==> config.mk <==
export PLATFORM = sky130hd
export DESIGN_NAME = onewire_bit_slot_master_top
export DESIGN_NICKNAME = d
export VERILOG_FILES = /design/src/hdl/owbm_pkg.sv /design/src/hdl/owbm_cfg_regs.sv /design/src/hdl/owbm_slot_engine.sv /design/src/hdl/onewire_bit_slot_master_top.sv
export SDC_FILE = /design/constraint.sdc
export NUM_CORES = 1
export LEC_CHECK = 0
export ABC_AREA = 1
export BUFFER_PORTS_ARGS = -buffer_cell sky130_fd_sc_hd__buf_4
export CAP_MARGIN = 20
export CORE_MARGIN = 2
export CORE_UTILIZATION = 45
export CTS_BUF_LIST = sky130_fd_sc_hd__clkbuf_4
export CTS_CLUSTER_SIZE = 10
export DETAILED_ROUTE_END_ITERATION = 8
export SLEW_MARGIN = 20
export SYNTH_ARGS = -nofsm -noshare
export SYNTH_HDL_FRONTEND = slang
export SYNTH_HIERARCHICAL = 1
export SYNTH_SLANG_ARGS = --single-unit
==> constraint.sdc <==
create_clock -name clk -period 14.3 [get_ports clk]
set_input_delay 0 -clock clk [delete_from_list [all_inputs] [get_ports clk]]
set_output_delay 0 -clock clk [all_outputs]
set_load 0.01 [all_outputs]
==> src/hdl/owbm_pkg.sv <==
// ----------------------------------------------------------------------------
// owbm_pkg
// Shared types and constants of the 1-Wire bit-slot master: command codes,
// register indexes and defaults, and the item and register bank structures.
// ----------------------------------------------------------------------------
package owbm_pkg;

	localparam int LineWidth  = 8;
	localparam int DelayWidth = 10;
	localparam int OpWidth    = 3;
	localparam int IndexWidth = 3;

	// command codes
	localparam logic [OpWidth-1:0] OP_INIT     = 3'd0;
	localparam logic [OpWidth-1:0] OP_WRITE0   = 3'd1;
	localparam logic [OpWidth-1:0] OP_WRITE1   = 3'd2;
	localparam logic [OpWidth-1:0] OP_READ     = 3'd3;
	localparam logic [OpWidth-1:0] OP_PRESENCE = 3'd4;

	// register indexes
	localparam logic [IndexWidth-1:0] REG_SHORT_LOW       = 3'd0;
	localparam logic [IndexWidth-1:0] REG_ONE_RECOVER     = 3'd1;
	localparam logic [IndexWidth-1:0] REG_ZERO_LOW        = 3'd2;
	localparam logic [IndexWidth-1:0] REG_ZERO_RECOVER    = 3'd3;
	localparam logic [IndexWidth-1:0] REG_READ_SAMPLE     = 3'd4;
	localparam logic [IndexWidth-1:0] REG_RESET_LOW       = 3'd5;
	localparam logic [IndexWidth-1:0] REG_PRESENCE_SAMPLE = 3'd6;
	localparam logic [IndexWidth-1:0] REG_PRESENCE_TAIL   = 3'd7;

	// register defaults
	localparam logic [DelayWidth-1:0] RST_SHORT_LOW       = 10'd6;
	localparam logic [DelayWidth-1:0] RST_ONE_RECOVER     = 10'd64;
	localparam logic [DelayWidth-1:0] RST_ZERO_LOW        = 10'd60;
	localparam logic [DelayWidth-1:0] RST_ZERO_RECOVER    = 10'd10;
	localparam logic [DelayWidth-1:0] RST_READ_SAMPLE     = 10'd9;
	localparam logic [DelayWidth-1:0] RST_RESET_LOW       = 10'd480;
	localparam logic [DelayWidth-1:0] RST_PRESENCE_SAMPLE = 10'd70;
	localparam logic [DelayWidth-1:0] RST_PRESENCE_TAIL   = 10'd410;

	typedef struct packed {
		logic [DelayWidth-1:0] short_low;
		logic [DelayWidth-1:0] one_recover;
		logic [DelayWidth-1:0] zero_low;
		logic [DelayWidth-1:0] zero_recover;
		logic [DelayWidth-1:0] read_sample;
		logic [DelayWidth-1:0] reset_low;
		logic [DelayWidth-1:0] presence_sample;
		logic [DelayWidth-1:0] presence_tail;
	} cfg_t;

	typedef struct packed {
		logic                 cmd_valid;
		logic [OpWidth-1:0]   op;
		logic [LineWidth-1:0] lane_mask;
		logic [LineWidth-1:0] line_level;
	} in_item_t;

	typedef struct packed {
		logic [LineWidth-1:0] drive_low;
		logic                 busy_res;
		logic                 done_res;
		logic [LineWidth-1:0] slot_result;
	} out_item_t;

endpackage

==> src/hdl/owbm_cfg_regs.sv <==
// ----------------------------------------------------------------------------
// owbm_cfg_regs
// Bank of eight 10-bit slot timing registers, written by index.
// ----------------------------------------------------------------------------
module owbm_cfg_regs
	import owbm_pkg::*;
(
	input  logic                  clk,
	input  logic                  arst_n,
	input  logic                  wr_en,
	input  logic [IndexWidth-1:0] wr_index,
	input  logic [DelayWidth-1:0] wr_data,
	output cfg_t                  cfg
);

	cfg_t cfg_q;

	always_ff @(posedge clk or negedge arst_n) begin
		if (!arst_n) begin
			cfg_q.short_low       <= RST_SHORT_LOW;
			cfg_q.one_recover     <= RST_ONE_RECOVER;
			cfg_q.zero_low        <= RST_ZERO_LOW;
			cfg_q.zero_recover    <= RST_ZERO_RECOVER;
			cfg_q.read_sample     <= RST_READ_SAMPLE;
			cfg_q.reset_low       <= RST_RESET_LOW;
			cfg_q.presence_sample <= RST_PRESENCE_SAMPLE;
			cfg_q.presence_tail   <= RST_PRESENCE_TAIL;
		end else if (wr_en) begin
			unique case (wr_index)
				REG_SHORT_LOW:       cfg_q.short_low       <= wr_data;
				REG_ONE_RECOVER:     cfg_q.one_recover     <= wr_data;
				REG_ZERO_LOW:        cfg_q.zero_low        <= wr_data;
				REG_ZERO_RECOVER:    cfg_q.zero_recover    <= wr_data;
				REG_READ_SAMPLE:     cfg_q.read_sample     <= wr_data;
				REG_RESET_LOW:       cfg_q.reset_low       <= wr_data;
				REG_PRESENCE_SAMPLE: cfg_q.presence_sample <= wr_data;
				default:             cfg_q.presence_tail   <= wr_data;
			endcase
		end
	end

	assign cfg = cfg_q;

endmodule

==> src/hdl/owbm_slot_engine.sv <==
// ----------------------------------------------------------------------------
// owbm_slot_engine
// Slot state and the per-tick update: start, phase countdown, sampling.
// The result of a tick is combinational; state moves on when en is high.
// ----------------------------------------------------------------------------
module owbm_slot_engine
	import owbm_pkg::*;
#(
	parameter int LANES               = 8,
	parameter int READ_RECOVERY_TICKS = 55
) (
	input  logic      clk,
	input  logic      arst_n,
	input  logic      en,
	input  in_item_t  item,
	input  cfg_t      cfg,
	output out_item_t res
);

	localparam logic [LineWidth-1:0]  LaneBits = LineWidth'((16'd1 << LANES) - 16'd1);
	localparam logic [DelayWidth-1:0] RecTicks = DelayWidth'(READ_RECOVERY_TICKS % 1024);

	typedef enum logic [1:0] {PH_IDLE, PH_LOW, PH_RELEASE, PH_TAIL} phase_t;

	typedef struct packed {
		phase_t                ph;
		logic [DelayWidth-1:0] cnt;
		logic [LineWidth-1:0]  smp;
		logic                  done;
	} slot_t;

	phase_t                phase_q;
	logic [DelayWidth-1:0] count_q;
	logic [OpWidth-1:0]    op_q;
	logic [LineWidth-1:0]  mask_q;
	logic [LineWidth-1:0]  sampled_q;

	slot_t                 slot;
	logic [OpWidth-1:0]    aop;
	logic [LineWidth-1:0]  amask;
	logic [LineWidth-1:0]  drive;

	function automatic logic [DelayWidth-1:0] low_len(logic [OpWidth-1:0] op, cfg_t c);
		logic [DelayWidth-1:0] len;
		unique case (op)
			OP_WRITE0:         len = c.zero_low;
			OP_WRITE1, OP_READ: len = c.short_low;
			default:           len = c.reset_low;
		endcase
		return len;
	endfunction

	function automatic logic [DelayWidth-1:0] release_len(logic [OpWidth-1:0] op, cfg_t c);
		logic [DelayWidth-1:0] len;
		unique case (op)
			OP_INIT:   len = c.reset_low;
			OP_WRITE0: len = c.zero_recover;
			OP_WRITE1: len = c.one_recover;
			OP_READ:   len = c.read_sample;
			default:   len = c.presence_sample;
		endcase
		return len;
	endfunction

	// leave every phase with an expired count; at most three in a row
	function automatic slot_t advance(slot_t s_in, logic [OpWidth-1:0] op,
			logic [LineWidth-1:0] mask, logic [LineWidth-1:0] line, cfg_t c);
		slot_t s;
		s = s_in;
		for (int i = 0; i < 3; i++) begin
			if (s.ph != PH_IDLE && s.cnt == '0) begin
				unique case (s.ph)
					PH_LOW: begin
						s.ph  = PH_RELEASE;
						s.cnt = release_len(op, c);
					end
					PH_RELEASE: begin
						if (op == OP_READ) begin
							s.smp = line & mask;
							s.ph  = PH_TAIL;
							s.cnt = RecTicks;
						end else if (op == OP_PRESENCE) begin
							s.smp = ~line & mask;
							s.ph  = PH_TAIL;
							s.cnt = c.presence_tail;
						end else begin
							s.ph   = PH_IDLE;
							s.done = 1'b1;
						end
					end
					default: begin
						s.ph   = PH_IDLE;
						s.done = 1'b1;
					end
				endcase
			end
		end
		return s;
	endfunction

	always_comb begin
		slot.ph   = phase_q;
		slot.cnt  = count_q;
		slot.smp  = sampled_q;
		slot.done = 1'b0;
		aop       = op_q;
		amask     = mask_q;
		drive     = '0;
		// commands are only taken while idle; unknown codes are dropped
		if (phase_q == PH_IDLE && item.cmd_valid && item.op <= OP_PRESENCE) begin
			aop      = item.op;
			amask    = item.lane_mask & LaneBits;
			slot.smp = '0;
			if (item.op == OP_INIT) begin
				slot.ph  = PH_RELEASE;
				slot.cnt = release_len(item.op, cfg);
			end else begin
				slot.ph  = PH_LOW;
				slot.cnt = low_len(item.op, cfg);
			end
			slot = advance(slot, aop, amask, item.line_level, cfg);
		end
		if (slot.ph != PH_IDLE) begin
			if (slot.ph == PH_LOW) begin
				drive = amask;
			end
			slot.cnt = slot.cnt - DelayWidth'(1);
			slot     = advance(slot, aop, amask, item.line_level, cfg);
		end
	end

	always_ff @(posedge clk or negedge arst_n) begin
		if (!arst_n) begin
			phase_q   <= PH_IDLE;
			count_q   <= '0;
			op_q      <= '0;
			mask_q    <= '0;
			sampled_q <= '0;
		end else if (en) begin
			phase_q   <= slot.ph;
			count_q   <= slot.cnt;
			op_q      <= aop;
			mask_q    <= amask;
			sampled_q <= slot.smp;
		end
	end

	assign res.drive_low   = drive;
	assign res.busy_res    = (slot.ph != PH_IDLE);
	assign res.done_res    = slot.done;
	assign res.slot_result = slot.done ? slot.smp : '0;

`ifndef ASSERT_OFF
	a_busy_count: assert property (@(posedge clk) disable iff (!arst_n)
		phase_q != PH_IDLE |-> count_q != '0)
		else $error("slot in progress with expired count");

	a_done_not_busy: assert property (@(posedge clk) disable iff (!arst_n)
		res.done_res |-> !res.busy_res)
		else $error("slot done while still busy");

	a_mask_held: assert property (@(posedge clk) disable iff (!arst_n)
		(en && phase_q != PH_IDLE) |=> mask_q == $past(mask_q))
		else $error("lane mask changed during a slot");

	a_sample_in_mask: assert property (@(posedge clk) disable iff (!arst_n)
		(sampled_q & ~mask_q) == '0)
		else $error("sampled bit outside lane mask");

	a_result_with_done: assert property (@(posedge clk) disable iff (!arst_n)
		res.slot_result != '0 |-> res.done_res)
		else $error("slot result without done");
`endif

endmodule

==> src/hdl/onewire_bit_slot_master_top.sv <==
// An accepted item passes through the input register, then the result register,
// before its result is offered on m_axis. Throughput: one item per cycle while
// m_axis_tready is high; the slot engine updates its state once per tick.
// Reset: arst_n clears both pipeline stages and the slot state to idle, and
// loads the delay registers with their defaults.
// ----------------------------------------------------------------------------
// onewire_bit_slot_master_top
// 1-Wire bus master at bit-slot level: each stream item is one tick.
// ----------------------------------------------------------------------------
module onewire_bit_slot_master_top
	import owbm_pkg::*;
#(
	parameter int LANES               = 8,
	parameter int READ_RECOVERY_TICKS = 55
) (
	input  logic                  clk,
	input  logic                  arst_n,
	input  logic                  s_axis_tvalid,
	output logic                  s_axis_tready,
	// [0] cmd_valid, [3:1] op, [11:4] lane_mask, [19:12] line_level, [23:20] zero
	input  logic [23:0]           s_axis_tdata,
	output logic                  m_axis_tvalid,
	input  logic                  m_axis_tready,
	// [7:0] drive_low, [8] busy_res, [9] done_res, [17:10] slot_result, [23:18] zero
	output logic [23:0]           m_axis_tdata,
	input  logic                  cfg_valid,
	output logic                  cfg_ready,
	input  logic [IndexWidth-1:0] cfg_index,
	input  logic [DelayWidth-1:0] cfg_data
);

	logic      valid_s1;
	in_item_t  item_s1;
	logic      valid_s2;
	out_item_t res_s2;
	out_item_t res;
	cfg_t      cfg;
	logic      fire_s1;

	// s1 moves into the result register when that is empty or being drained
	assign fire_s1       = valid_s1 && (!valid_s2 || m_axis_tready);
	assign s_axis_tready = !valid_s1 || fire_s1;
	assign cfg_ready     = 1'b1;

	always_ff @(posedge clk or negedge arst_n) begin
		if (!arst_n) begin
			valid_s1 <= 1'b0;
			valid_s2 <= 1'b0;
		end else begin
			if (s_axis_tready) begin
				valid_s1 <= s_axis_tvalid;
			end
			if (fire_s1) begin
				valid_s2 <= 1'b1;
			end else if (m_axis_tready) begin
				valid_s2 <= 1'b0;
			end
		end
	end

	always_ff @(posedge clk) begin
		if (s_axis_tready && s_axis_tvalid) begin
			item_s1.cmd_valid  <= s_axis_tdata[0];
			item_s1.op         <= s_axis_tdata[3:1];
			item_s1.lane_mask  <= s_axis_tdata[11:4];
			item_s1.line_level <= s_axis_tdata[19:12];
		end
		if (fire_s1) begin
			res_s2 <= res;
		end
	end

	owbm_cfg_regs u_cfg (
		.clk      (clk),
		.arst_n   (arst_n),
		.wr_en    (cfg_valid && cfg_ready),
		.wr_index (cfg_index),
		.wr_data  (cfg_data),
		.cfg      (cfg)
	);

	owbm_slot_engine #(
		.LANES               (LANES),
		.READ_RECOVERY_TICKS (READ_RECOVERY_TICKS)
	) u_engine (
		.clk    (clk),
		.arst_n (arst_n),
		.en     (fire_s1),
		.item   (item_s1),
		.cfg    (cfg),
		.res    (res)
	);

	assign m_axis_tvalid = valid_s2;
	assign m_axis_tdata  = {6'b0, res_s2.slot_result, res_s2.done_res,
		res_s2.busy_res, res_s2.drive_low};

endmodule
==> metrics.txt <==
status finished clean; Crit Path Max Fanout 22; net switching power 1.19 mW; CTS HTree Levels 4; sequential share of power 0.276; unrepaired setup endpoints after global routing no; # setup viols final 0; first-pass GRT wire length 60900 um; Seq/Total Area, Yosys 0.340; Max-cap violations 0; # clock sinks 151; worst skew pair latency 0.58 ns; crit-path most repeated cell inv_1; initial antenna violation count 1; commonest non-fill, non-tap cell in the layout nand2_1; switch share 0.544; EDFF count, synth 38; Worst-path clk slew 0.18 ns; slowest stage delay, CP 0.76 ns; mux contribution to synthesized area 0.00170; internal power 1.00 mW; CP Launch Type flop; Final Max Slew Viols 0; ys async rst share 0.748; DIE HEIGHT 166 um; main combinational cell family by area after synthesis simple AND/OR/NAND/NOR gates; Synth Area in Compound Gates 0.129; min Tclk post-route 10.92 ns; row count 59; WP buf/inv 12; Hold Violations, Final 0; CP top delay family simple AND/OR/NAND/NOR gates; Pre-antenna DRT Iters 6; Synth Area in Simple Gates 0.412; hpwl dp 28000 um; Post-Synth Adder-Cell Area 0.0181; core area 25800 um^2; skew final 0.0280 ns; Layout Area Growth over Synthesis 11.5%; Die ar. 27500 um^2; Clk pwr share 0.132; # resized after CTS 0; Clock Tree Buf Depth 2; r2r setup slk 3.38 ns; Total Wirelength 38600 um; CP max-delay cell edfxtp_1; root buf cell clkbuf_4; commonest non-fill, non-tap cells in the layout nand2_1 (598), inv_1 (148), o21ai_0 (106); CTS tree yes; WS Path Type reg -> reg; vias in the first global route 10500; DRC violation total after the first TritonRoute iteration 888; CP Data Required Time 14.74 ns; IO buf count 57; Mapped Avg Cell Area 7.14 um^2; Synth Instances 1649; P per Cell Area 167 nW/um^2; synth unique cells 62; Vias/cell 5.35; cell area after layout 13100 um^2; Via Count 11200; Rel. slew slack 0.281; Comb pwr share 0.593; Fillers 2645; Cell Area, Placed 12200 um^2; final period utilization 0.764; R2R Path End m_axis_tdata[17]$_DFFE_PP_; YS warnings 6; Final TNS setup 0 ns; GP Congestion 0.958; Total Routing Usage GR 0.280; R2R Path Start item_s1[18]$_DFFE_PP_; Primary FF master, synth dfrtp_1; crit end category flop; Reg2Reg Depth 54; total CTS buffers 17; total grt overflow 0; routed len/inst 18.5 um; Die Wd 166 um; share of cells above drive strength 1 0.196; mapped cell area 11800 um^2; Max VDD drop 0.0756 mV; Final nets 1794; Leakage 6.26 nW; Seq cells post-synth 151; initial core utilization 0.455; Ports 69; worst slew pin tran 1.07 ns; Achievable Freq 91.6 MHz; Post-Synth XOR/XNOR Area 0; DRC violations left 0; post-route ant nets 0; largest net degree at the start of global routing 59; worst hold path type in -> async; CP arrival 11.35 ns
## timing repair
| action | in CTS | in global routing |
|---|---|---|
| buffers inserted | 0 | 0 |
| setup endpoints to repair | 0 | 0 |
| endpoints found under the hold margin | 159 | 0 |
| hold buffers | 56 | 0 |
## logic make-up (layout without fill, tap and decap cells)
group,after synthesis,count (layout)
mux,2,2
buf+inv,234,328
simple gates,1002,1002
other cells,2,9
fa+ha+maj,17,17
flops,151,151
compound gates,241,241
## layout make-up
class,count,area [um^2],share of cell area
Clock inverter,15,179,0.0136
Clock buffer,17,128,0.00972
Tap cell,335,419,0.0319
Sequential cell,151,4000,0.305
Antenna cell,2,5.00,0.000381
Inverter,169,658,0.0501
Timing Repair Buffer,127,1090,0.0833
Multi-Input combinational cell,1269,6650,0.506
## worst max path at each step
stage	startpoint	to	slack [ns]	cells past startpoint
after floorplan	item_s1[18]$_DFFE_PP_	m_axis_tdata[9]$_DFFE_PP_	6.38	56
after global placement	item_s1[18]$_DFFE_PP_	u_engine/count_q[7]$_DFFE_PN0P_	3.76	54
after detailed placement	item_s1[18]$_DFFE_PP_	u_engine/count_q[7]$_DFFE_PN0P_	3.72	54
after CTS	item_s1[18]$_DFFE_PP_	u_engine/count_q[7]$_DFFE_PN0P_	3.63	54
after global routing	item_s1[18]$_DFFE_PP_	u_engine/count_q[7]$_DFFE_PN0P_	2.57	54
final	item_s1[18]$_DFFE_PP_	m_axis_tdata[17]$_DFFE_PP_	3.38	54
## Yosys cell counts, types with 4 or more instances
cell type,number,area share
ha_1,17,0.018
edfxtp_1,38,0.097
a22oi_1,5,0.0032
nor3_1,4,0.0017
nor2_1,98,0.031
dfstp_2,23,0.051
a31oi_1,4,0.0021
nand2_4,16,0.015
nand3_4,5,0.0074
clkinv_1,5,0.0016
buf_6,11,0.011
nand3_1,102,0.043
clkbuf_8,9,0.011
nand3_2,32,0.027
buf_2,14,0.0060
o21ai_0,106,0.045
nor2_8,7,0.012
a21boi_0,9,0.0057
nor2_4,14,0.013
nand4_1,20,0.011
o21ai_1,4,0.0017
o2bb2ai_1,7,0.0052
buf_4,10,0.0064
clkbuf_1,16,0.0051
dfrtp_1,90,0.19
inv_2,13,0.0041
nand2_1,598,0.19
o21ai_2,7,0.0052
nor2_2,29,0.015
a221oi_1,10,0.0074
o21a_1,5,0.0032
o22ai_1,23,0.012
a21oi_1,31,0.013
o41ai_1,4,0.0030
nand2_2,69,0.037
a21oi_2,5,0.0037
inv_1,148,0.047
## metal layers
layer	wire length, um	part of all wire	vias up	track usage
met4	1100	0.029	0	0.0885
met3	2410	0.062	64	0.0311
met5	0	0	-	0
met2	18100	0.47	423	0.458
met1	17000	0.44	5185	0.391
li1	-	-	5489	-
## power groups by stage
| stage | clock [mW] | sequential (mW) | combinational (mW) |
|---|---|---|---|
| final | 0.289 | 0.605 | 1.30 |
| after global routing | 0.313 | 0.617 | 1.42 |
| after CTS | 0.298 | 0.605 | 1.27 |
| after detailed placement | 0 | 0.612 | 1.26 |
| after global placement | 0 | 0.609 | 1.26 |
| after floorplan | 0 | 0.595 | 0.938 |
## state kept, by name, summed over array words and instances (netlist names)
| register | count |
|---|---|
| u_cfg/cfg | 80 |
| item_s1 | 20 |
| m_axis_tdata | 18 |
| u_engine/count_q | 10 |
| u_engine/mask_q | 8 |
| u_engine/sampled_q | 8 |
| u_engine/op_q | 3 |
| u_engine/phase_q | 2 |
| m_axis_tvalid | 1 |
| valid_s1 | 1 |
## per-stage QoR
step | utilization | hold WS [ns] | instances | power, mW | worst slack [ns]
floorplan | - | -0.296 | 1654 | 1.53 | 6.38
global placement | 0.474 | 0.140 | 1995 | 1.87 | 3.76
detailed placement | 0.474 | 0.140 | 1995 | 1.87 | 3.72
CTS | 0.508 | 0.00812 | 2083 | 2.18 | 3.63
global route | 0.508 | 0.0915 | 2085 | 2.35 | 2.57
finish | 0.508 | 0.0362 | 2085 | 2.20 | 3.38
(Power assumes the default switching activity.)
